==> src/hw/rtl/key_press_long_press_detector_unit_macros.svh <==
// ----------------------------------------------------------------------------
// Assertion macros for the key press / long press detector
// Concurrent check wrappers; empty when building for synthesis.
// ----------------------------------------------------------------------------
`ifndef KEY_PRESS_LONG_PRESS_DETECTOR_UNIT_MACROS_SVH
`define KEY_PRESS_LONG_PRESS_DETECTOR_UNIT_MACROS_SVH
`ifndef SYNTHESIS
// same-cycle implication
`define KPLP_ASSERT_NOW(lbl, clk, rst, ante, cons) \
  lbl: assert property (@(posedge clk) disable iff (rst) (ante) |-> (cons)) \
    else $error("kplp check failed");
// next-cycle implication
`define KPLP_ASSERT_NXT(lbl, clk, rst, ante, cons) \
  lbl: assert property (@(posedge clk) disable iff (rst) (ante) |=> (cons)) \
    else $error("kplp check failed");
`else
`define KPLP_ASSERT_NOW(lbl, clk, rst, ante, cons)
`define KPLP_ASSERT_NXT(lbl, clk, rst, ante, cons)
`endif
`endif

==> src/hw/rtl/kplp_pkg.sv <==
// ----------------------------------------------------------------------------
// kplp_pkg
// Shared types and constants of the key press / long press detector.
// ----------------------------------------------------------------------------
package kplp_pkg;

  localparam int KEY_LEVELS_W = 3;
  localparam int TIME_W       = 32;
  localparam int CFG_W        = 16;
  localparam int CFG_IDX_W    = 8;
  localparam int KEY_IDX_W    = 2;
  localparam int S_TDATA_W    = 40;  // 3 + 32 bits, padded to bytes
  localparam int M_TDATA_W    = 8;

  localparam logic [CFG_W-1:0] HOLDOFF_RST   = 16'd20;
  localparam logic [CFG_W-1:0] LONG_HOLD_RST = 16'd800;

  localparam logic [CFG_IDX_W-1:0] REG_HOLDOFF   = 8'd0;
  localparam logic [CFG_IDX_W-1:0] REG_LONG_HOLD = 8'd1;

  typedef enum logic [1:0] {
    EV_NONE  = 2'd0,
    EV_PRESS = 2'd1,
    EV_LONG  = 2'd2
  } event_code_t;

  // what one key lane would do on this scan
  typedef struct packed {
    logic press;
    logic long_ev;
    logic rel_ev;
  } lane_req_t;

  // what the merge stage lets the lane commit
  typedef struct packed {
    logic ev;
    logic rel;
  } lane_grant_t;

endpackage

==> src/hw/rtl/kplp_lane.sv <==
// ----------------------------------------------------------------------------
// kplp_lane
// Per-key state and event qualification for one key.
// ----------------------------------------------------------------------------
module kplp_lane (
  input  logic                          clk,
  input  logic                          rst,
  input  logic                          level,
  input  logic [kplp_pkg::TIME_W-1:0]   now_ms,
  input  logic [kplp_pkg::CFG_W-1:0]    holdoff_ms,
  input  logic [kplp_pkg::CFG_W-1:0]    long_hold_ms,
  input  logic                          accept,
  input  kplp_pkg::lane_grant_t         grant,
  output kplp_pkg::lane_req_t           req
);
  import kplp_pkg::*;

  logic              stable_level;
  logic [TIME_W-1:0] event_time;
  logic              long_flag;
  logic [TIME_W-1:0] elapsed;

  // modulo 2^32 elapsed time
  assign elapsed = now_ms - event_time;

  always_comb begin
    req.press   = !level && stable_level &&
                  (elapsed >= {{(TIME_W-CFG_W){1'b0}}, holdoff_ms});
    req.long_ev = !level && !stable_level && !long_flag &&
                  (elapsed >= {{(TIME_W-CFG_W){1'b0}}, long_hold_ms});
    req.rel_ev  = level && !stable_level;
  end

  always_ff @(posedge clk) begin
    if (rst) begin
      stable_level <= 1'b1;
      event_time   <= '0;
      long_flag    <= 1'b0;
    end else if (accept) begin
      if (grant.ev) begin
        if (req.press) begin
          stable_level <= 1'b0;
          event_time   <= now_ms;
          long_flag    <= 1'b0;
        end else begin
          long_flag <= 1'b1;
        end
      end else if (grant.rel) begin
        stable_level <= 1'b1;
        event_time   <= now_ms;
      end
    end
  end

endmodule

==> src/hw/rtl/kplp_merge.sv <==
// ----------------------------------------------------------------------------
// kplp_merge
// Priority pick over the key lanes: lowest key with an event wins; keys
// below it still commit their releases.
// ----------------------------------------------------------------------------
`include "key_press_long_press_detector_unit_macros.svh"

module kplp_merge #(
  parameter int NUM_KEYS = 3
) (
  input  logic                             clk,
  input  logic                             rst,
  input  kplp_pkg::lane_req_t              req   [NUM_KEYS],
  output kplp_pkg::lane_grant_t            grant [NUM_KEYS],
  output logic [kplp_pkg::KEY_IDX_W-1:0]   key_index,
  output kplp_pkg::event_code_t            event_code
);
  import kplp_pkg::*;

  logic                seen;
  logic                is_press;
  logic [NUM_KEYS-1:0] ev_vec;
  logic [NUM_KEYS-1:0] rel_vec;

  always_comb begin
    seen      = 1'b0;
    is_press  = 1'b0;
    key_index = '0;
    for (int k = 0; k < NUM_KEYS; k++) begin
      grant[k].ev  = (req[k].press || req[k].long_ev) && !seen;
      grant[k].rel = req[k].rel_ev && !seen;
      ev_vec[k]    = grant[k].ev;
      rel_vec[k]   = grant[k].rel;
      if (grant[k].ev) begin
        key_index = KEY_IDX_W'(k);
        is_press  = req[k].press;
      end
      seen = seen || req[k].press || req[k].long_ev;
    end
  end

  always_comb begin
    if (ev_vec == '0) begin
      event_code = EV_NONE;
    end else if (is_press) begin
      event_code = EV_PRESS;
    end else begin
      event_code = EV_LONG;
    end
  end

  `KPLP_ASSERT_NOW(a_one_winner, clk, rst, 1'b1, $onehot0(ev_vec))
  `KPLP_ASSERT_NOW(a_no_event_same_key, clk, rst, 1'b1, (ev_vec & rel_vec) == '0)
  `KPLP_ASSERT_NOW(a_none_no_index, clk, rst, event_code == EV_NONE, key_index == '0)

endmodule

==> src/hw/rtl/key_press_long_press_detector_unit.sv <==
// ----------------------------------------------------------------------------
// key_press_long_press_detector_unit
// Key press and long-press detector: one lane per key, priority merge,
// registered result.
// ----------------------------------------------------------------------------
// Output: the result item of an accepted scan is loaded into the output register at the accept edge.
// Throughput: one scan per cycle unless back-pressured; per-key state updates
//   at accept, so lane compare plus priority pick over NUM_KEYS sets the path.
// Reset (rst, synchronous): all keys released, event times zero, long flags
//   clear, hold-off 20 ms, long hold 800 ms, output register empty.
`include "key_press_long_press_detector_unit_macros.svh"

module key_press_long_press_detector_unit #(
  parameter int NUM_KEYS = 3
) (
  input  logic                             clk,
  input  logic                             rst,
  // scan input
  input  logic                             s_tvalid,
  output logic                             s_tready,
  input  logic [kplp_pkg::S_TDATA_W-1:0]   s_tdata,   // [2:0] key_levels, [34:3] now_ms
  // result output
  output logic                             m_tvalid,
  input  logic                             m_tready,
  output logic [kplp_pkg::M_TDATA_W-1:0]   m_tdata,   // [1:0] key_index
  output logic [1:0]                       m_tuser,   // [1:0] event_code
  // register writes
  input  logic                             cfg_valid,
  output logic                             cfg_ready,
  input  logic [kplp_pkg::CFG_IDX_W-1:0]   cfg_index,
  input  logic [kplp_pkg::CFG_W-1:0]       cfg_data
);
  import kplp_pkg::*;

  logic [KEY_LEVELS_W-1:0] key_levels;
  logic [TIME_W-1:0]       now_ms;
  logic                    accept;
  logic [CFG_W-1:0]        holdoff_ms;
  logic [CFG_W-1:0]        long_hold_ms;
  lane_req_t               req   [NUM_KEYS];
  lane_grant_t             grant [NUM_KEYS];
  logic [KEY_IDX_W-1:0]    merge_index;
  event_code_t             merge_code;
  logic [KEY_IDX_W-1:0]    out_index;
  event_code_t             out_code;

  assign key_levels = s_tdata[KEY_LEVELS_W-1:0];
  assign now_ms     = s_tdata[KEY_LEVELS_W +: TIME_W];
  assign s_tready   = !m_tvalid || m_tready;
  assign accept     = s_tvalid && s_tready;
  assign cfg_ready  = 1'b1;

  always_ff @(posedge clk) begin
    if (rst) begin
      holdoff_ms   <= HOLDOFF_RST;
      long_hold_ms <= LONG_HOLD_RST;
    end else if (cfg_valid) begin
      case (cfg_index)
        REG_HOLDOFF:   holdoff_ms   <= cfg_data;
        REG_LONG_HOLD: long_hold_ms <= cfg_data;
        default: ;
      endcase
    end
  end

  for (genvar k = 0; k < NUM_KEYS; k++) begin : g_lane
    logic level;
    // keys past the input field read pressed
    if (k < KEY_LEVELS_W) begin : g_in
      assign level = key_levels[k];
    end else begin : g_out
      assign level = 1'b0;
    end

    kplp_lane u_lane (
      .clk          (clk),
      .rst          (rst),
      .level        (level),
      .now_ms       (now_ms),
      .holdoff_ms   (holdoff_ms),
      .long_hold_ms (long_hold_ms),
      .accept       (accept),
      .grant        (grant[k]),
      .req          (req[k])
    );
  end

  kplp_merge #(
    .NUM_KEYS (NUM_KEYS)
  ) u_merge (
    .clk        (clk),
    .rst        (rst),
    .req        (req),
    .grant      (grant),
    .key_index  (merge_index),
    .event_code (merge_code)
  );

  always_ff @(posedge clk) begin
    if (rst) begin
      m_tvalid <= 1'b0;
    end else if (accept) begin
      m_tvalid <= 1'b1;
    end else if (m_tready) begin
      m_tvalid <= 1'b0;
    end
  end

  always_ff @(posedge clk) begin
    if (accept) begin
      out_index <= merge_index;
      out_code  <= merge_code;
    end
  end

  assign m_tdata = {{(M_TDATA_W-KEY_IDX_W){1'b0}}, out_index};
  assign m_tuser = out_code;

  `KPLP_ASSERT_NXT(a_accept_fills, clk, rst, accept, m_tvalid)
  `KPLP_ASSERT_NXT(a_code_loaded, clk, rst, accept, out_code == $past(merge_code))
  `KPLP_ASSERT_NXT(a_holdoff_write, clk, rst, cfg_valid && cfg_index == REG_HOLDOFF, holdoff_ms == $past(cfg_data))

endmodule

==> config.mk <==
export PLATFORM = sky130hd
export DESIGN_NAME = key_press_long_press_detector_unit
export DESIGN_NICKNAME = d
export VERILOG_FILES = /design/src/hw/rtl/kplp_pkg.sv /design/src/hw/rtl/kplp_lane.sv /design/src/hw/rtl/kplp_merge.sv /design/src/hw/rtl/key_press_long_press_detector_unit.sv
export VERILOG_INCLUDE_DIRS = /design/src /design/src/hw/rtl
export SDC_FILE = /design/constraint.sdc
export NUM_CORES = 1
export LEC_CHECK = 0
export ABC_AREA = 1
export BUFFER_PORTS_ARGS = -buffer_cell sky130_fd_sc_hd__buf_4
export CAP_MARGIN = 30
export CORE_MARGIN = 4
export CORE_UTILIZATION = 30
export CTS_BUF_LIST = sky130_fd_sc_hd__clkbuf_2 sky130_fd_sc_hd__clkbuf_4 sky130_fd_sc_hd__clkbuf_8
export DETAILED_ROUTE_END_ITERATION = 12
export SETUP_SLACK_MARGIN = 0.05
export SKIP_CTS_REPAIR_TIMING = 1
export SYNTH_ARGS = -nofsm -noshare
export SYNTH_HDL_FRONTEND = slang
export SYNTH_SLANG_ARGS = --single-unit
==> constraint.sdc <==
create_clock -name clk -period 10.1 [get_ports clk]
set_clock_uncertainty 0.1 [all_clocks]
set_input_delay 2.02 -clock clk [delete_from_list [all_inputs] [get_ports clk]]
set_output_delay 2.02 -clock clk [all_outputs]
set_load 0.05 [all_outputs]
After elaboration in Yosys (flattened, before gate mapping):

Cells that the tools add are included.

* register bits after elaboration: 139
* bits of input ports: 69
* output and inout bits: 13
* word-level logic and storage cells: 110

* add/subtract/negate cells: 3
* magnitude comparators: 6
* equality and inequality tests: 4
* mux-type cells: 28
* reduce and logical (&&, ||, !) cells: 55

Operators by type and width (number)
* 2-to-1 mux 32 bit: 9
* >= comparator 32 x 16 -> 1 bit: 6
* subtractor 32 bit: 3
* logical AND 1 bit: 23
* 2-to-1 mux 1 bit: 18
* logical NOT 1 bit: 12
* AND reduction 2 bit: 5
* AND reduction 3 bit: 3
* equality test 8 x 1 -> 1 bit, second input constant: 1
* logical NOT 8 bit: 1
* nonzero test 2 bit: 4
* logical OR 1 bit: 6
* inequality test 2 x 1 -> 1 bit, second input constant: 3
* logical NOT 3 bit: 1
* 2-to-1 mux 2 bit: 1

Depth between registers and ports, before layout:

Gate-level depths: netlist (run 1).

* depth in word-level cells: 11
* depth in mapped cells: 28
* mapped depth without buffers: 27

By module:

Synthesis (run 1) repeated with hierarchy kept, for this count alone.

* cell total of the unflattened synthesis: 2941
* area total of the unflattened synthesis: 16285.6 um^2

Modules (own cells, without submodules)
* kplp_lane (g_lane[1].u_lane ...): instances 2, cells each 903, area an instance 4858.4 um^2, sequential area each 680.7 um^2
* kplp_lane (g_lane[0].u_lane): instances 1, cells each 894, area an instance 4799.6 um^2, sequential area each 680.7 um^2
* key_press_long_press_detector_unit: instances 1, cells each 219, area an instance 1647.8 um^2, sequential area each 780.7 um^2
* kplp_merge: instances 1, cells each 22, area an instance 121.4 um^2, sequential area each 0.0 um^2

Worst setup path before layout (run 1):

No wires, ideal clock.

* kind: input to register
* from: input s_tdata[3] in the netlist's numbering
* to: register g_lane[2].u_lane.event_time[10]
* setup time: 0.113 ns
* arrival time: 4.879 ns
* required time: 9.887 ns
* path slack: 5.009 ns
* stages: 25
* buffers on the path: 1
* cell sequence: inv_1 > ha_1 > inv_1 > fa_1 > nand3_1 > nand3_1 > nand2_1 > nand3b_1 > xor2_1 > ha_1 > a21oi_1 > nor2_1 > a211oi_1 > a21oi_1 > nor2_1 > nand3_1 > nand2_2 > nand2_2 > nor2_8 > nand3_4 > nand2_8 > buf_6 > nand2_1 > nand2_1 > nor2_1

* word-level cells in the longest chain between the ends: 10
* elaborated cells on any way between the ends: 26
* those cells by class: 3 x add/sub; 6 x order compare; 1 x eq/ne; 1 x mux; 15 x reduce/logical

RTL lines
* from (decl): line key_press_long_press_detector_unit.sv:21 `input logic [kplp_pkg::S_TDATA_W-1:0] s_tdata,`
* subtractor 32 bit: line kplp_lane.sv:24 `assign elapsed = now_ms - event_time;`
* >= comparator 32 x 16 -> 1 bit (on tied branches): line kplp_lane.sv:28, kplp_lane.sv:30
* logical AND 1 bit (on tied branches): line kplp_lane.sv:27, kplp_lane.sv:29
* logical OR 1 bit (3 in a row): line kplp_merge.sv:38 `seen = seen || req[k].press || req[k].long_ev;`
* logical NOT 1 bit: line kplp_merge.sv:30, kplp_merge.sv:31
* logical AND 1 bit (on tied branches): line kplp_merge.sv:30, kplp_merge.sv:31
* inequality test 2 x 1 -> 1 bit (no line) / nonzero test 2 bit (equally long branches)
* AND reduction 3 bit (no line)
* to (signal assigned): line kplp_lane.sv:43 `event_time <= now_ms;`
* to (signal assigned): line kplp_lane.sv:50 `event_time <= now_ms;`
* to (decl): line kplp_lane.sv:19 `logic [TIME_W-1:0] event_time;`

Parallel ways exist; a longest one is shown, timed or not.
A chain may end at the register's enable or synchronous reset.

Worst setup path after layout (run 1):

* from: input s_tdata[3] in the netlist's numbering
* to: register g_lane[1].u_lane.event_time[3]

* word-level cells in the longest chain between the ends: 8
* elaborated cells on any way between the ends: 19
* those cells by class: 2 x add/sub; 4 x order compare; 1 x eq/ne; 1 x mux; 11 x reduce/logical

RTL lines (line)
* subtractor 32 bit: kplp_lane.sv:24
* >= comparator 32 x 16 -> 1 bit (on tied branches): kplp_lane.sv:28, kplp_lane.sv:30
* logical AND 1 bit (on tied branches): kplp_lane.sv:27, kplp_lane.sv:29
* logical OR 1 bit: kplp_merge.sv:38
* logical NOT 1 bit: kplp_merge.sv:30, kplp_merge.sv:31
* logical AND 1 bit (on tied branches): kplp_merge.sv:30, kplp_merge.sv:31
* inequality test 2 x 1 -> 1 bit (no line) / nonzero test 2 bit (equally long branches)
* AND reduction 3 bit (no line)
* to (signal assigned): kplp_lane.sv:43
* to (signal assigned): kplp_lane.sv:50
* to (decl): kplp_lane.sv:19

Parallel ways exist; a longest one is shown, timed or not.

==> reports/qor.csv, run 1 <==
stage;metric;value;unit
floorplanning;fp-row-count;80;
worst_setup_path;critical-path-slowest-cell;sky130_fd_sc_hd__xor2_1;
worst_setup_path;critPathLaunchType;input port;
clocking;cts.root.buffer_cell;sky130_fd_sc_hd__clkbuf_8;
clocking;clk_path_buf_depth;2;
clocking;clock-sinks;139;
run_status;run_status;completed;
detailed_routing;vias;14700;
floorplanning;floorplan.die.width;230;um
floorplanning;core-area;48100;sq um
job;max_cap_violations;0;
clocking;numCtsBuffers;17;
final_layout;final_layout_size_suffix_gt1_share;5.81;%
synthesis;syn-instance-count;2517;
final_layout;areaGrowthSynthToFinish;10.3;%
worst_setup_path;worst-endpoint-arrival;6.14;ns
worst_setup_path;worst_path_dominant_cell_family;simple AND/OR/NAND/NOR gates;
synthesis;synthArstFlopShare;0;%
clocking;clkLatencyLatePin;0.51;ns
global_routing;vias_in_the_first_global_route;13900;
worst_setup_path;critPathRequiredTime;10.42;ns
floorplanning;chipHeight;230;um
final_layout;layout.nets;2828;
detailed_routing;wl_per_cell;13.7;um
sta;setup_repair_after_global_routing_missed_its_margin;no;
sta;post-route-period-util;57.6;%
final_layout;final_cell_count_no_fill;3237;
synthesis;ys.flop_type;sky130_fd_sc_hd__dfxtp_1;
sta;setup_slack;4.28;ns
detailed_routing;wirelength_routed;44400;um
synthesis;synth-edff-count;4;
worst_setup_path;critical_path_buf_inv_count;4;
clocking;cts_tree;done;
global_routing;maximum_number_of_pins_on_one_net_before_global_route_repair;69;
worst_setup_path;critical_path.cell_chain;buf_4, inv_1, ha_1, fa_1, inv_1, nand3_1, nand3_1, nand2_1, nand2_1, xor2_1, ha_1, nand2_1, nor2_1, nand2_1, nand2_1, a21oi_1, nand3_1, nand2_1, nand2_4, nor2_4, buf_4, o21ai_0, a21oi_1;
placement;routabilityCongestion;0.917;
detailed_routing;remaining_antenna_violation_count_after_routing;0;
floorplanning;boundaryPins;82;
worst_setup_path;timing_worst_setup_path_type;in -> reg;
global_routing;wire_length_of_the_first_global_routing_pass;70800;um
power_and_ir_drop;leakage_power;8.67;nW
sta;timing.final.crit_period;5.82;ns
worst_setup_path;most_numerous_cell_on_the_critical_path;sky130_fd_sc_hd__nand2_1;
synthesis;synth.distinct_cells;45;
detailed_routing;count_of_unresolved_drc_violations_after_routing;0;
clocking;ctsHtreeMaxLevel;4;
floorplanning;fp.dieArea;52700;sq um
synthesis;count_of_yosys_warnings_during_synthesis;0;
final_layout;mostFrequentLayoutCells;sky130_fd_sc_hd__nand2_1 (809), sky130_fd_sc_hd__inv_1 (494), sky130_fd_sc_hd__nor2_1 (240), sky130_fd_sc_hd__a21oi_1 (191), sky130_fd_sc_hd__ha_1 (189);
detailed_routing;detailedRoute.firstIterationViolations;895;
synthesis;yosysSeqAreaShare;19.2;%
placement;dpl.cell_count;3204;
placement;detailed_place_hpwl;37700;um
global_routing;track_usage;16.8;%
power_and_ir_drop;peakVddDrop;0.0713;mV
final_layout;most_common_cell_after_layout_fill_and_taps_aside;sky130_fd_sc_hd__nand2_1;
sta;setup_viol;0;
sta;holdWs;0.359;ns
worst_setup_path;critPathMaxFanout;65;
detailed_routing;detail_route.vias_per_cell;4.55;
global_routing;grt_overflow;0;
sta;hold_violations;0;
power_and_ir_drop;totalPowerFinal;1.98;mW
worst_setup_path;timing.critical_path.to_type;flip-flop;
power_and_ir_drop;power_density;122;nW/um^2
sta;worst_slew_pin_slew;0.884;ns
min_path;hold_class;reg -> reg;
sta;slew_viol_final;0;
clocking;worst_setup_hold_path_clk_slew;0.08;ns
detailed_routing;detailedRoute.firstPassIterationCount;7;
worst_setup_path;critPathMaxStageDelay;0.58;ns
placement;placement.setup.worst_slack;3.79;ns
sta;totalNegativeSetupSlack;0;ns
synthesis;ys_seq_elements;139;
floorplanning;initial_core_util;30.6;%
synthesis;synthesis.area;14700;sq um
sta;slew-limit-headroom;40.9;%
placement;port_buffer_count;69;
sta;timing.fmax;172;MHz
global_routing;initial_antenna_violation_count;1;
synthesis;synth.avg_cell_area;5.85;sq um
-- report_power, final --
part / internal (mW) / switching, mW / leakage [nW]
combinational: 0.319 / 0.601 / 7.34
clock: 0.213 / 0.254 / 0.191
sequential: 0.581 / 0.0153 / 1.14
-- Yosys cell counts, types with 8 or more instances --
master                     count  area [sq um]
sky130_fd_sc_hd__o21ai_0     111           556
sky130_fd_sc_hd__nand3_1      97           485
sky130_fd_sc_hd__nand3b_1     10          75.1
sky130_fd_sc_hd__inv_1       495          1860
sky130_fd_sc_hd__nand4_1      26           163
sky130_fd_sc_hd__xor2_1       42           368
sky130_fd_sc_hd__buf_4        10          75.1
sky130_fd_sc_hd__nor2_2        8          50.1
sky130_fd_sc_hd__ha_1        189          2360
sky130_fd_sc_hd__nand2_1     810          3040
sky130_fd_sc_hd__a21oi_1     191           956
sky130_fd_sc_hd__o21bai_1      8          60.1
sky130_fd_sc_hd__inv_2        13          48.8
sky130_fd_sc_hd__nor2_1      241           905
sky130_fd_sc_hd__dfxtp_1     135          2700
sky130_fd_sc_hd__clkbuf_1     21          78.8
sky130_fd_sc_hd__nand2_2      12          75.1
sky130_fd_sc_hd__nor3_1       17          85.1
sky130_fd_sc_hd__a211oi_1     13          97.6
-- area by class of cell --
| cell class | instances | area (sq um) |
|---|---|---|
| Fill cell | 5422 | 31900 |
| Multi-Input combinational cell | 1828 | 9750 |
| Sequential cell | 139 | 2820 |
| Inverter | 509 | 1910 |
| Tap cell | 656 | 821 |
| Timing Repair Buffer | 72 | 553 |
| Clock buffer | 19 | 262 |
| Clock inverter | 13 | 129 |
| Antenna cell | 1 | 2.50 |
-- logic make-up after synthesis --
group | count (synthesis) | synth area share [%]
simple gates | 1242 | 34.5
buf+inv | 555 | 14.8
compound gates | 342 | 12.3
fa+ha+maj | 192 | 16.5
flops | 139 | 19.2
xor+xnor | 45 | 2.68
other cells | 2 | 0.0510
-- layer usage --
layer / track usage [%] / wire (um) / up-vias
met5: 0 / 0 / -
met4: 5.29 / 1020 / 0
met3: 1.69 / 1580 / 64
met2: 28.2 / 20000 / 266
met1: 22.7 / 21800 / 6466
li1: - / - / 7922
-- tightest hold or removal path, delay by kind of cell (launching register included) --
family	cells	cell delay [ns]
buffers and inverters	1	0.05
DFF	1	0.32
AOI/OAI and AO/OA	1	0.05
-- flip-flops by register name, indices dropped and copies added, names as in the netlist --
name and count:
m_tuser 2, holdoff_ms 16, g_lane.u_lane.stable_level 3, out_index 2
m_tvalid 1, g_lane.u_lane.long_flag 3, g_lane.u_lane.event_time 96, long_hold_ms 16
-- per-stage QoR --
stage               instance area (sq um)  utilization (%)
global placement                    15800             32.9
detailed placement                  15900             32.9
floorplan                           14700                -
finish                              16200             33.8
global route                        16200             33.8
CTS                                 16200             33.7
-- final timing paths --
path	start	to	slack (ns)	cells past startpoint
worst max-delay path	s_tdata[3]	g_lane[1].u_lane.event_time[3]	4.28	23
worst min-delay path	g_lane[1].u_lane.long_flag	g_lane[1].u_lane.long_flag	0.36	2
worst max register to register	g_lane[0].u_lane.event_time[6]	g_lane[1].u_lane.event_time[3]	5.65	20
worst min register to register	g_lane[1].u_lane.long_flag	g_lane[1].u_lane.long_flag	0.36	2
(Power assumes the default switching activity.)
==> run 2, diff against run 1 <==
--- a/config.mk
+++ b/config.mk
@@ -6,7 +6,7 @@
 export SDC_FILE = /design/constraint.sdc
 export NUM_CORES = 1
 export LEC_CHECK = 0
-export ABC_AREA = 1
+export ABC_AREA = 0
 export BUFFER_PORTS_ARGS = -buffer_cell sky130_fd_sc_hd__buf_4
 export CAP_MARGIN = 30
 export CORE_MARGIN = 4
==> constraint.sdc (replaced) <==
create_clock -name clk -period 5.8 [get_ports clk]
set_clock_uncertainty 0.1 [all_clocks]
set_input_delay 1.16 -clock clk [delete_from_list [all_inputs] [get_ports clk]]
set_output_delay 1.16 -clock clk [all_outputs]
set_load 0.05 [all_outputs]
==> reports/qor.csv, run 2 <==
stage;metric;value;unit;change
detailed_routing;detailedRoute.firstPassIterationCount;6;;was 7
final_layout;mostFrequentLayoutCells;sky130_fd_sc_hd__nand2_1 (223), sky130_fd_sc_hd__ha_1 (189), sky130_fd_sc_hd__inv_1 (156), sky130_fd_sc_hd__dfxtp_1 (135), sky130_fd_sc_hd__mux2i_1 (132);;was sky130_fd_sc_hd__nand2_1 (809), sky130_fd_sc_hd__inv_1 (494), sky130_fd_sc_hd__nor2_1 (240), sky130_fd_sc_hd__a21oi_1 (191), sky130_fd_sc_hd__ha_1 (189)
detailed_routing;vias;12900;;was 14700
clocking;clkLatencyLatePin;0.51;ns;about the same
synthesis;synth.top_cells.by_count;sky130_fd_sc_hd__nand2_1 (223), sky130_fd_sc_hd__ha_1 (189), sky130_fd_sc_hd__inv_1 (157), sky130_fd_sc_hd__dfxtp_1 (135);;was sky130_fd_sc_hd__nand2_1 (810), sky130_fd_sc_hd__inv_1 (495), sky130_fd_sc_hd__nor2_1 (241), sky130_fd_sc_hd__a21oi_1 (191), sky130_fd_sc_hd__ha_1 (189)
global_routing;vias_in_the_first_global_route;12800;;was 13900
clocking;numCtsBuffers;17;;unchanged
synthesis;synth-edff-count;4;;unchanged
global_routing;track_usage;17.1;%;was 16.8%
worst_setup_path;worst-endpoint-arrival;5.69;ns;was 6.14 ns
final_layout;final_cell_count_no_fill;2427;;was 3237
final_layout;fin_util;34.7;%;was 33.8%
synthesis;count_of_yosys_warnings_during_synthesis;0;;unchanged
power_and_ir_drop;sequentialPowerShare;32.0;%;was 30.1%
floorplanning;floorplan.die.width;221;um;was 230 um
global_routing;maximum_number_of_pins_on_one_net_before_global_route_repair;67;;was 69
final_layout;most_common_cell_after_layout_fill_and_taps_aside;sky130_fd_sc_hd__nand2_1;;unchanged
final_layout;layout.nets;2082;;was 2828
power_and_ir_drop;p_sw_share;37.0;%;was 43.9%
power_and_ir_drop;part_of_the_power_in_combinational_logic;38.8;%;was 46.4%
floorplanning;boundaryPins;82;;unchanged
sta;post-route-period-util;93.4;%;
placement;dpl.cell_count;2394;;was 3204
synthesis;synthTopCellsByArea;sky130_fd_sc_hd__dfxtp_1 (20%), sky130_fd_sc_hd__ha_1 (17%), sky130_fd_sc_hd__mux2i_1 (9.7%);;was sky130_fd_sc_hd__nand2_1 (21%), sky130_fd_sc_hd__dfxtp_1 (18%), sky130_fd_sc_hd__ha_1 (16%)
global_routing;grt_overflow;0;;unchanged
detailed_routing;remaining_antenna_violation_count_after_routing;0;;unchanged
clocking;cts.root.buffer_cell;sky130_fd_sc_hd__clkbuf_8;;unchanged
detailed_routing;wirelength_routed;41800;um;was 44400 um
sta;hold_violations;0;;unchanged
final_layout;final_layout_size_suffix_gt1_share;9.65;%;was 5.81%
synthesis;ys.flop_type;sky130_fd_sc_hd__dfxtp_1;;unchanged
sta;setup_slack;0.384;ns;was 4.28 ns
clocking;worst_setup_hold_path_clk_slew;0.08;ns;about the same
floorplanning;chipHeight;221;um;was 230 um
floorplanning;fp-row-count;77;;was 80
placement;placement.setup.worst_slack;-0.0599;ns;was 3.79 ns
sta;totalNegativeSetupSlack;0;ns;unchanged
synthesis;ys_seq_elements;139;;unchanged
synthesis;synthArstFlopShare;0;%;unchanged
synthesis;synth.avg_cell_area;7.75;sq um;was 5.85 sq um
clocking;cts_tree;done;;unchanged
sta;slew_viol_final;0;;unchanged
synthesis;netlist.top_cell.by_area;sky130_fd_sc_hd__dfxtp_1;;was sky130_fd_sc_hd__nand2_1
final_layout;layout_top_registers;g_lane.u_lane.event_time: 96 flops, holdoff_ms: 16 flops, long_hold_ms: 16 flops;;unchanged
floorplanning;fp.dieArea;48700;sq um;was 52700 sq um
power_and_ir_drop;peakVddDrop;0.110;mV;was 0.0713 mV
power_and_ir_drop;totalPowerFinal;3.14;mW;was 1.98 mW
power_and_ir_drop;sw_power;1.16;mW;was 0.870 mW
detailed_routing;count_of_unresolved_drc_violations_after_routing;0;;unchanged
sta;timing.fmax;185;MHz;
synthesis;synthesis.area;13600;sq um;was 14700 sq um
run_status;run_status;completed;;unchanged
power_and_ir_drop;leakage_power;6.27;nW;was 8.67 nW
power_and_ir_drop;share_clk_of_total_power;29.3;%;was 23.5%
final_layout;areaGrowthSynthToFinish;13.7;%;was 10.3%
floorplanning;core-area;44400;sq um;was 48100 sq um
detailed_routing;wl_per_cell;17.2;um;was 13.7 um
sta;slew-limit-headroom;42.0;%;was 40.9%
synthesis;syn-instance-count;1750;;was 2517
global_routing;initial_antenna_violation_count;1;;unchanged
synthesis;synthDominantCellAreaShare;19.9;%;was 20.6%
worst_setup_path;critPathLaunchType;input port;;unchanged
detailed_routing;detailedRoute.firstIterationViolations;926;;was 895
final_layout;largest_reg_flops;96;;unchanged
placement;detailed_place_hpwl;34400;um;was 37700 um
sta;worst_slew_pin_slew;0.868;ns;was 0.884 ns
final_layout;regMostFlops;g_lane.u_lane.event_time;;unchanged
synthesis;synth.distinct_cells;85;;was 45
worst_setup_path;timing_worst_setup_path_type;in -> reg;;unchanged
worst_setup_path;critPathRequiredTime;6.08;ns;was 10.42 ns
placement;routabilityCongestion;0.933;;was 0.917
power_and_ir_drop;intPower;1.98;mW;was 1.11 mW
worst_setup_path;critPathMaxFanout;32;;was 65
sta;setup_viol;0;;unchanged
clocking;ctsHtreeMaxLevel;4;;unchanged
clocking;clk_path_buf_depth;2;;unchanged
sta;timing.final.crit_period;5.42;ns;
worst_setup_path;timing.critical_path.to_type;flip-flop;;unchanged
clocking;clock-sinks;139;;unchanged
synthesis;yosysSeqAreaShare;20.8;%;was 19.2%
placement;port_buffer_count;69;;unchanged
power_and_ir_drop;power_density;204;nW/um^2;was 122 nW/um^2
min_path;hold_class;reg -> reg;;unchanged
floorplanning;initial_core_util;30.5;%;was 30.6%
sta;setup_repair_after_global_routing_missed_its_margin;no;;unchanged
detailed_routing;detail_route.vias_per_cell;5.33;;was 4.55
job;max_cap_violations;0;;unchanged
global_routing;wire_length_of_the_first_global_routing_pass;66200;um;was 70800 um
synthesis;post-synth-top-count-cell;sky130_fd_sc_hd__nand2_1;;unchanged
[run 2: final timing paths]
check	startpoint	end	slack [ns]	depth (start not counted)
setup / recovery	s_tdata[3]	g_lane[2].u_lane.event_time[27]	0.38	22
hold / removal	g_lane[1].u_lane.event_time[9]	g_lane[1].u_lane.event_time[9]	0.36	2
setup reg to reg	g_lane[1].u_lane.event_time[0]	g_lane[2].u_lane.event_time[27]	0.87	20
hold reg to reg	g_lane[1].u_lane.event_time[9]	g_lane[1].u_lane.event_time[9]	0.36	2
[run 2: final cells by class]
cell class	instances	area [sq um]
clock inverters	12	184
diodes	1	2.50
clock buffers	20	269
inverters	157	589
fillers	4658	29000
well taps	592	741
multi-input cells	1383	9820
repair buffers	123	988
flip-flops and latches	139	2820
[run 2: layer usage]
layer,part of all wire [%],wire (um),GRT usage [%]
met5,0,0,0
met3,4.1,1730,2.29
met1,47,19600,22.5
met2,46,19400,28.7
met4,2.6,1090,5.95
[run 2: metrics by stage]
stage | hold WS, ns | instance area, sq um
3_3_place_gp | 0.344 | 14900
5_1_grt | 0.386 | 15400
6_report | 0.361 | 15400
2_1_floorplan | 0.335 | 13600
3_5_place_dp | 0.350 | 15000
4_1_cts | 0.363 | 15400
[run 2: power by group through the flow]
stage	clock, mW	combinational [mW]	sequential (mW)
after global routing	0.995	1.35	1.01
after detailed placement	0	1.20	1.03
final	0.918	1.22	1.00
after global placement	0	1.17	1.03
after CTS	0.951	1.21	1.00
after floorplan	0	0.815	1.03
[run 2: critical path, cell delays in order]
cell                       delay, ns
sky130_fd_sc_hd__buf_4          0.11
sky130_fd_sc_hd__inv_1          0.07
sky130_fd_sc_hd__ha_1           0.16
sky130_fd_sc_hd__inv_1          0.05
sky130_fd_sc_hd__fa_1           0.38
sky130_fd_sc_hd__a211oi_1       0.33
sky130_fd_sc_hd__o21a_1         0.21
sky130_fd_sc_hd__o31a_1         0.20
sky130_fd_sc_hd__o31a_1         0.20
sky130_fd_sc_hd__xnor2_1        0.24
sky130_fd_sc_hd__ha_1           0.34
sky130_fd_sc_hd__a21oi_1        0.17
sky130_fd_sc_hd__nand2_1        0.08
sky130_fd_sc_hd__a31o_2         0.21
sky130_fd_sc_hd__a21oi_1        0.14
sky130_fd_sc_hd__a21oi_1        0.09
sky130_fd_sc_hd__a22o_1         0.20
sky130_fd_sc_hd__a31o_2         0.21
sky130_fd_sc_hd__o31a_1         0.29
sky130_fd_sc_hd__a2111o_2       0.43
sky130_fd_sc_hd__buf_12         0.19
sky130_fd_sc_hd__mux2i_1        0.16
[run 2: cell families (layout without fill, tap and decap cells)]
| family | after synthesis | count (layout) | synth area share (%) |
|---|---|---|---|
| DFF | 139 | 139 | 20.8 |
| xor gates and xnor gates | 59 | 59 | 3.81 |
| buffers and inverters | 233 | 312 | 7.02 |
| muxes | 133 | 133 | 9.82 |
| adders and majority gates | 192 | 192 | 17.9 |
| AOI/OAI and AO/OA | 462 | 462 | 22.7 |
| other | 2 | 8 | 0.0554 |
| and+or+nand+nor | 530 | 530 | 17.9 |
==> run 3, diff against run 2 <==
--- a/config.mk
+++ b/config.mk
@@ -6,7 +6,7 @@
 export SDC_FILE = /design/constraint.sdc
 export NUM_CORES = 1
 export LEC_CHECK = 0
-export ABC_AREA = 0
+export ABC_AREA = 1
 export BUFFER_PORTS_ARGS = -buffer_cell sky130_fd_sc_hd__buf_4
 export CAP_MARGIN = 30
 export CORE_MARGIN = 4
@@ -17,4 +17,5 @@
 export SKIP_CTS_REPAIR_TIMING = 1
 export SYNTH_ARGS = -nofsm -noshare
 export SYNTH_HDL_FRONTEND = slang
+export SYNTH_HIERARCHICAL = 1
 export SYNTH_SLANG_ARGS = --single-unit
==> constraint.sdc (replaced) <==
create_clock -name clk -period 6.7 [get_ports clk]
set_clock_uncertainty 0.1 [all_clocks]
set_input_delay 1.34 -clock clk [delete_from_list [all_inputs] [get_ports clk]]
set_output_delay 1.34 -clock clk [all_outputs]
set_load 0.05 [all_outputs]
==> reports/qor.csv, run 3 <==
stage;metric;value;unit;change
synthesis;ys_seq_elements;139;;unchanged
final_layout;design_area;17900;sq um;was 15400 sq um
worst_setup_path;critPathMaxFanout;43;;was 32
detailed_routing;remaining_antenna_violation_count_after_routing;0;;unchanged
synthesis;synth-adder-area-share;14.9;%;was 17.9%
clocking;clk_path_buf_depth;2;;unchanged
synthesis;synth.distinct_cells;44;;was 85
sta;totalNegativeSetupSlack;0;ns;unchanged
synthesis;synthArstFlopShare;0;%;unchanged
final_layout;mostFrequentLayoutCells;sky130_fd_sc_hd__nand2_1 (1017), sky130_fd_sc_hd__inv_1 (671), sky130_fd_sc_hd__nor2_1 (415), sky130_fd_sc_hd__ha_1 (189), sky130_fd_sc_hd__dfxtp_1 (135);;was sky130_fd_sc_hd__nand2_1 (223), sky130_fd_sc_hd__ha_1 (189), sky130_fd_sc_hd__inv_1 (156), sky130_fd_sc_hd__dfxtp_1 (135), sky130_fd_sc_hd__mux2i_1 (132)
final_layout;regMostFlops;g_lane.u_lane/event_time;;was g_lane.u_lane.event_time
final_layout;layout_top_registers;g_lane.u_lane/event_time: 96 flops, holdoff_ms: 16 flops, long_hold_ms: 16 flops;;was g_lane.u_lane.event_time: 96 flops, holdoff_ms: 16 flops, long_hold_ms: 16 flops
worst_setup_path;worst-endpoint-arrival;5.76;ns;was 5.69 ns
worst_setup_path;critPathLaunchType;input port;;unchanged
synthesis;post-synth-top-count-cell;sky130_fd_sc_hd__nand2_1;;unchanged
placement;port_buffer_count;69;;unchanged
worst_setup_path;critPathRequiredTime;7.06;ns;was 6.08 ns
final_layout;areaGrowthSynthToFinish;9.68;%;was 13.7%
sta;timing.final.crit_period;5.40;ns;
sta;hold_violations;0;;unchanged
clocking;cts_tree;done;;unchanged
sta;slew-limit-headroom;33.5;%;was 42.0%
global_routing;maximum_number_of_pins_on_one_net_before_global_route_repair;65;;was 67
final_layout;most_common_cell_after_layout_fill_and_taps_aside;sky130_fd_sc_hd__nand2_1;;unchanged
global_routing;track_usage;16.3;%;was 17.1%
detailed_routing;wl_per_cell;12.6;um;was 17.2 um
sta;slew_viol_final;0;;unchanged
synthesis;yosys-mux-area-fraction;0;%;was 9.82%
synthesis;main_combinational_cell_family_by_area_after_synthesis;simple AND/OR/NAND/NOR gates;;was compound AO/OA/AOI/OAI gates
clocking;numCtsBuffers;17;;unchanged
global_routing;wire_length_of_the_first_global_routing_pass;74500;um;was 66200 um
clocking;cts.root.buffer_cell;sky130_fd_sc_hd__clkbuf_8;;unchanged
worst_setup_path;critical-path-slowest-cell;sky130_fd_sc_hd__fa_1;;was sky130_fd_sc_hd__a2111o_2
worst_setup_path;timing.critical_path.to_type;flip-flop;;unchanged
global_routing;grt_overflow;0;;unchanged
worst_setup_path;worst_path_dominant_cell_family;simple AND/OR/NAND/NOR gates;;was compound AO/OA/AOI/OAI gates
synthesis;synthesis.area;16300;sq um;was 13600 sq um
floorplanning;boundaryPins;82;;unchanged
clocking;worst_setup_hold_path_clk_slew;0.09;ns;was 0.08 ns
placement;detailed_place_hpwl;39000;um;was 34400 um
placement;routabilityCongestion;0.875;;was 0.933
final_layout;largest_reg_flops;96;;unchanged
synthesis;synth_area_in_compound_gates;5.01;%;was 22.7%
detailed_routing;count_of_unresolved_drc_violations_after_routing;0;;unchanged
detailed_routing;detail_route.vias_per_cell;4.34;;was 5.33
min_path;hold_class;reg -> reg;;unchanged
worst_setup_path;ff2ff_path_depth;28;;was 20
synthesis;yosysSeqAreaShare;17.3;%;was 20.8%
worst_setup_path;timing_worst_setup_path_type;in -> reg;;unchanged
synthesis;post_synth_and_or_nand_nor_area_fraction;42.2;%;was 17.9%
floorplanning;initial_core_util;30.3;%;was 30.5%
global_routing;vias_in_the_first_global_route;15000;;was 12800
synthesis;synthTopCellsByArea;sky130_fd_sc_hd__nand2_1 (23%), sky130_fd_sc_hd__dfxtp_1 (17%), sky130_fd_sc_hd__inv_1 (15%);;was sky130_fd_sc_hd__dfxtp_1 (20%), sky130_fd_sc_hd__ha_1 (17%), sky130_fd_sc_hd__mux2i_1 (9.7%)
power_and_ir_drop;leakage_power;9.95;nW;was 6.27 nW
run_status;run_status;completed;;unchanged
sta;post-route-period-util;80.5;%;
final_layout;antenna-diode-count;0;;was 1
clocking;ctsHtreeMaxLevel;4;;unchanged
floorplanning;floorplan.die.width;241;um;was 221 um
floorplanning;chipHeight;241;um;was 221 um
floorplanning;fp.dieArea;58100;sq um;was 48700 sq um
final_layout;filler_cells;6137;;was 4658
sta;timing.fmax;185;MHz;
min_path;min_delay_path_depth;2;;unchanged
synthesis;syn-instance-count;2941;;was 1750
worst_setup_path;most_numerous_cell_on_the_critical_path;sky130_fd_sc_hd__nand2_1;;
detailed_routing;vias;16100;;was 12900
synthesis;synth.avg_cell_area;5.54;sq um;was 7.75 sq um
synthesis;count_of_yosys_warnings_during_synthesis;6;;was 0
worst_setup_path;critical_path_buf_inv_count;6;;was 4
global_routing;initial_antenna_violation_count;0;;was 1
synthesis;synth.top_cells.by_count;sky130_fd_sc_hd__nand2_1 (1017), sky130_fd_sc_hd__inv_1 (671), sky130_fd_sc_hd__nor2_1 (416), sky130_fd_sc_hd__ha_1 (189), sky130_fd_sc_hd__dfxtp_1 (135);;was sky130_fd_sc_hd__nand2_1 (223), sky130_fd_sc_hd__ha_1 (189), sky130_fd_sc_hd__inv_1 (157), sky130_fd_sc_hd__dfxtp_1 (135)
floorplanning;core-area;53800;sq um;was 44400 sq um
synthesis;netlist.top_cell.by_area;sky130_fd_sc_hd__nand2_1;;was sky130_fd_sc_hd__dfxtp_1
placement;dpl_cell_area;17500;sq um;was 15000 sq um
sta;setup_repair_after_global_routing_missed_its_margin;no;;unchanged
synthesis;synthDominantCellAreaShare;23.4;%;was 19.9%
clocking;clock-sinks;139;;unchanged
detailed_routing;detailedRoute.firstIterationViolations;754;;was 926
worst_setup_path;worst-path-stages;30;;was 22
job;max_cap_violations;0;;unchanged
final_layout;final_layout_size_suffix_gt1_share;6.95;%;was 9.65%
power_and_ir_drop;peakVddDrop;0.103;mV;was 0.110 mV
clocking;clkLatencyLatePin;0.56;ns;was 0.51 ns
detailed_routing;wirelength_routed;46500;um;was 41800 um
synthesis;ys.flop_type;sky130_fd_sc_hd__dfxtp_1;;unchanged
sta;setup_viol;0;;unchanged
synthesis;synth-edff-count;4;;unchanged
detailed_routing;detailedRoute.firstPassIterationCount;5;;was 6
synthesis;synth-xor-area-share;2.42;%;was 3.81%
sta;worst_slew_pin_slew;0.997;ns;was 0.868 ns
power_and_ir_drop;power_density;162;nW/um^2;was 204 nW/um^2
worst_setup_path;critPathMaxStageDelay;0.42;ns;was 0.43 ns
floorplanning;fp-row-count;85;;was 77
final_layout;layout.nets;3254;;was 2082
==> run 3: cell types whose count changed after synthesis, sizes merged, moves of 21 or more <==
cell	previous run	this run
o21a	25	4
nor2	132	446
clkbuf	53	6
mux2i	132	0
nand2	223	1041
inv	157	692
nand2b	21	0
a211oi	32	8
a21o	44	4
a21oi	130	103
nand3	32	135
o21ai	86	11
xnor2	34	7
==> run 3: power breakdown <==
group          total [mW]  internal [mW]  switching, mW
Clock               0.733          0.314          0.419
Sequential          0.884          0.866         0.0182
Combinational        1.27          0.456          0.815
Total                2.89           1.64           1.25
==> run 3: cells by family after synthesis <==
logic type | Yosys count
compound gates | 143
simple gates | 1677
xor+xnor | 45
other cells | 2
fa+ha+maj | 192
buf+inv | 743
flops | 139
==> run 3: through the flow <==
step	power, mW	worst slack (ns)	cells	util, %	hold WS [ns]
finish	2.89	1.30	3702	33.2	0.384
global route	3.15	0.830	3702	33.2	0.400
CTS	2.93	1.34	3702	33.2	0.389
detailed placement	2.17	0.729	3670	32.5	0.371
global placement	2.16	0.740	3668	32.4	0.363
floorplan	1.84	1.93	2946	-	0.354
==> run 3: worst register-to-register path, delay by kind of cell, from the launching register on <==
kind | cells | cell delay [ns]
AO/OA/AOI/OAI | 3 | 0.55
XOR/XNOR | 1 | 0.15
adder cells (fa/ha/maj) | 3 | 0.82
buffers and inverters | 4 | 0.57
flip-flops | 1 | 0.32
AND/OR/NAND/NOR | 17 | 2.13
==> run 3: worst paths after layout <==
| path | from | to | slack (ns) |
|---|---|---|---|
| worst max-delay path | s_tdata[3] | g_lane[1].u_lane/event_time[0] | 1.30 |
| worst min-delay path | g_lane[2].u_lane/event_time[2] | g_lane[2].u_lane/event_time[2] | 0.38 |
| worst max register to register | g_lane[0].u_lane/event_time[0] | g_lane[1].u_lane/event_time[0] | 1.96 |
| worst min register to register | g_lane[2].u_lane/event_time[2] | g_lane[2].u_lane/event_time[2] | 0.38 |
==> run 3: area by class of cell <==
class	count	area, sq um	share of cell area, %
Clock buffer	19	255	1.43
Multi-Input combinational cell	2064	10500	59.0
Clock inverter	13	131	0.736
Sequential cell	139	2820	15.8
Timing Repair Buffer	76	636	3.56
Inverter	695	2610	14.6
Tap cell	696	871	4.88
==> run 3: layer usage <==
layer / share of wire [%] / track usage, % / routed length, um
met1: 48 / 21.0 / 22500
met4: 2.1 / 4.56 / 965
met5: 0 / 0 / 0
met3: 3.4 / 2.95 / 1560
met2: 46 / 28.1 / 21400
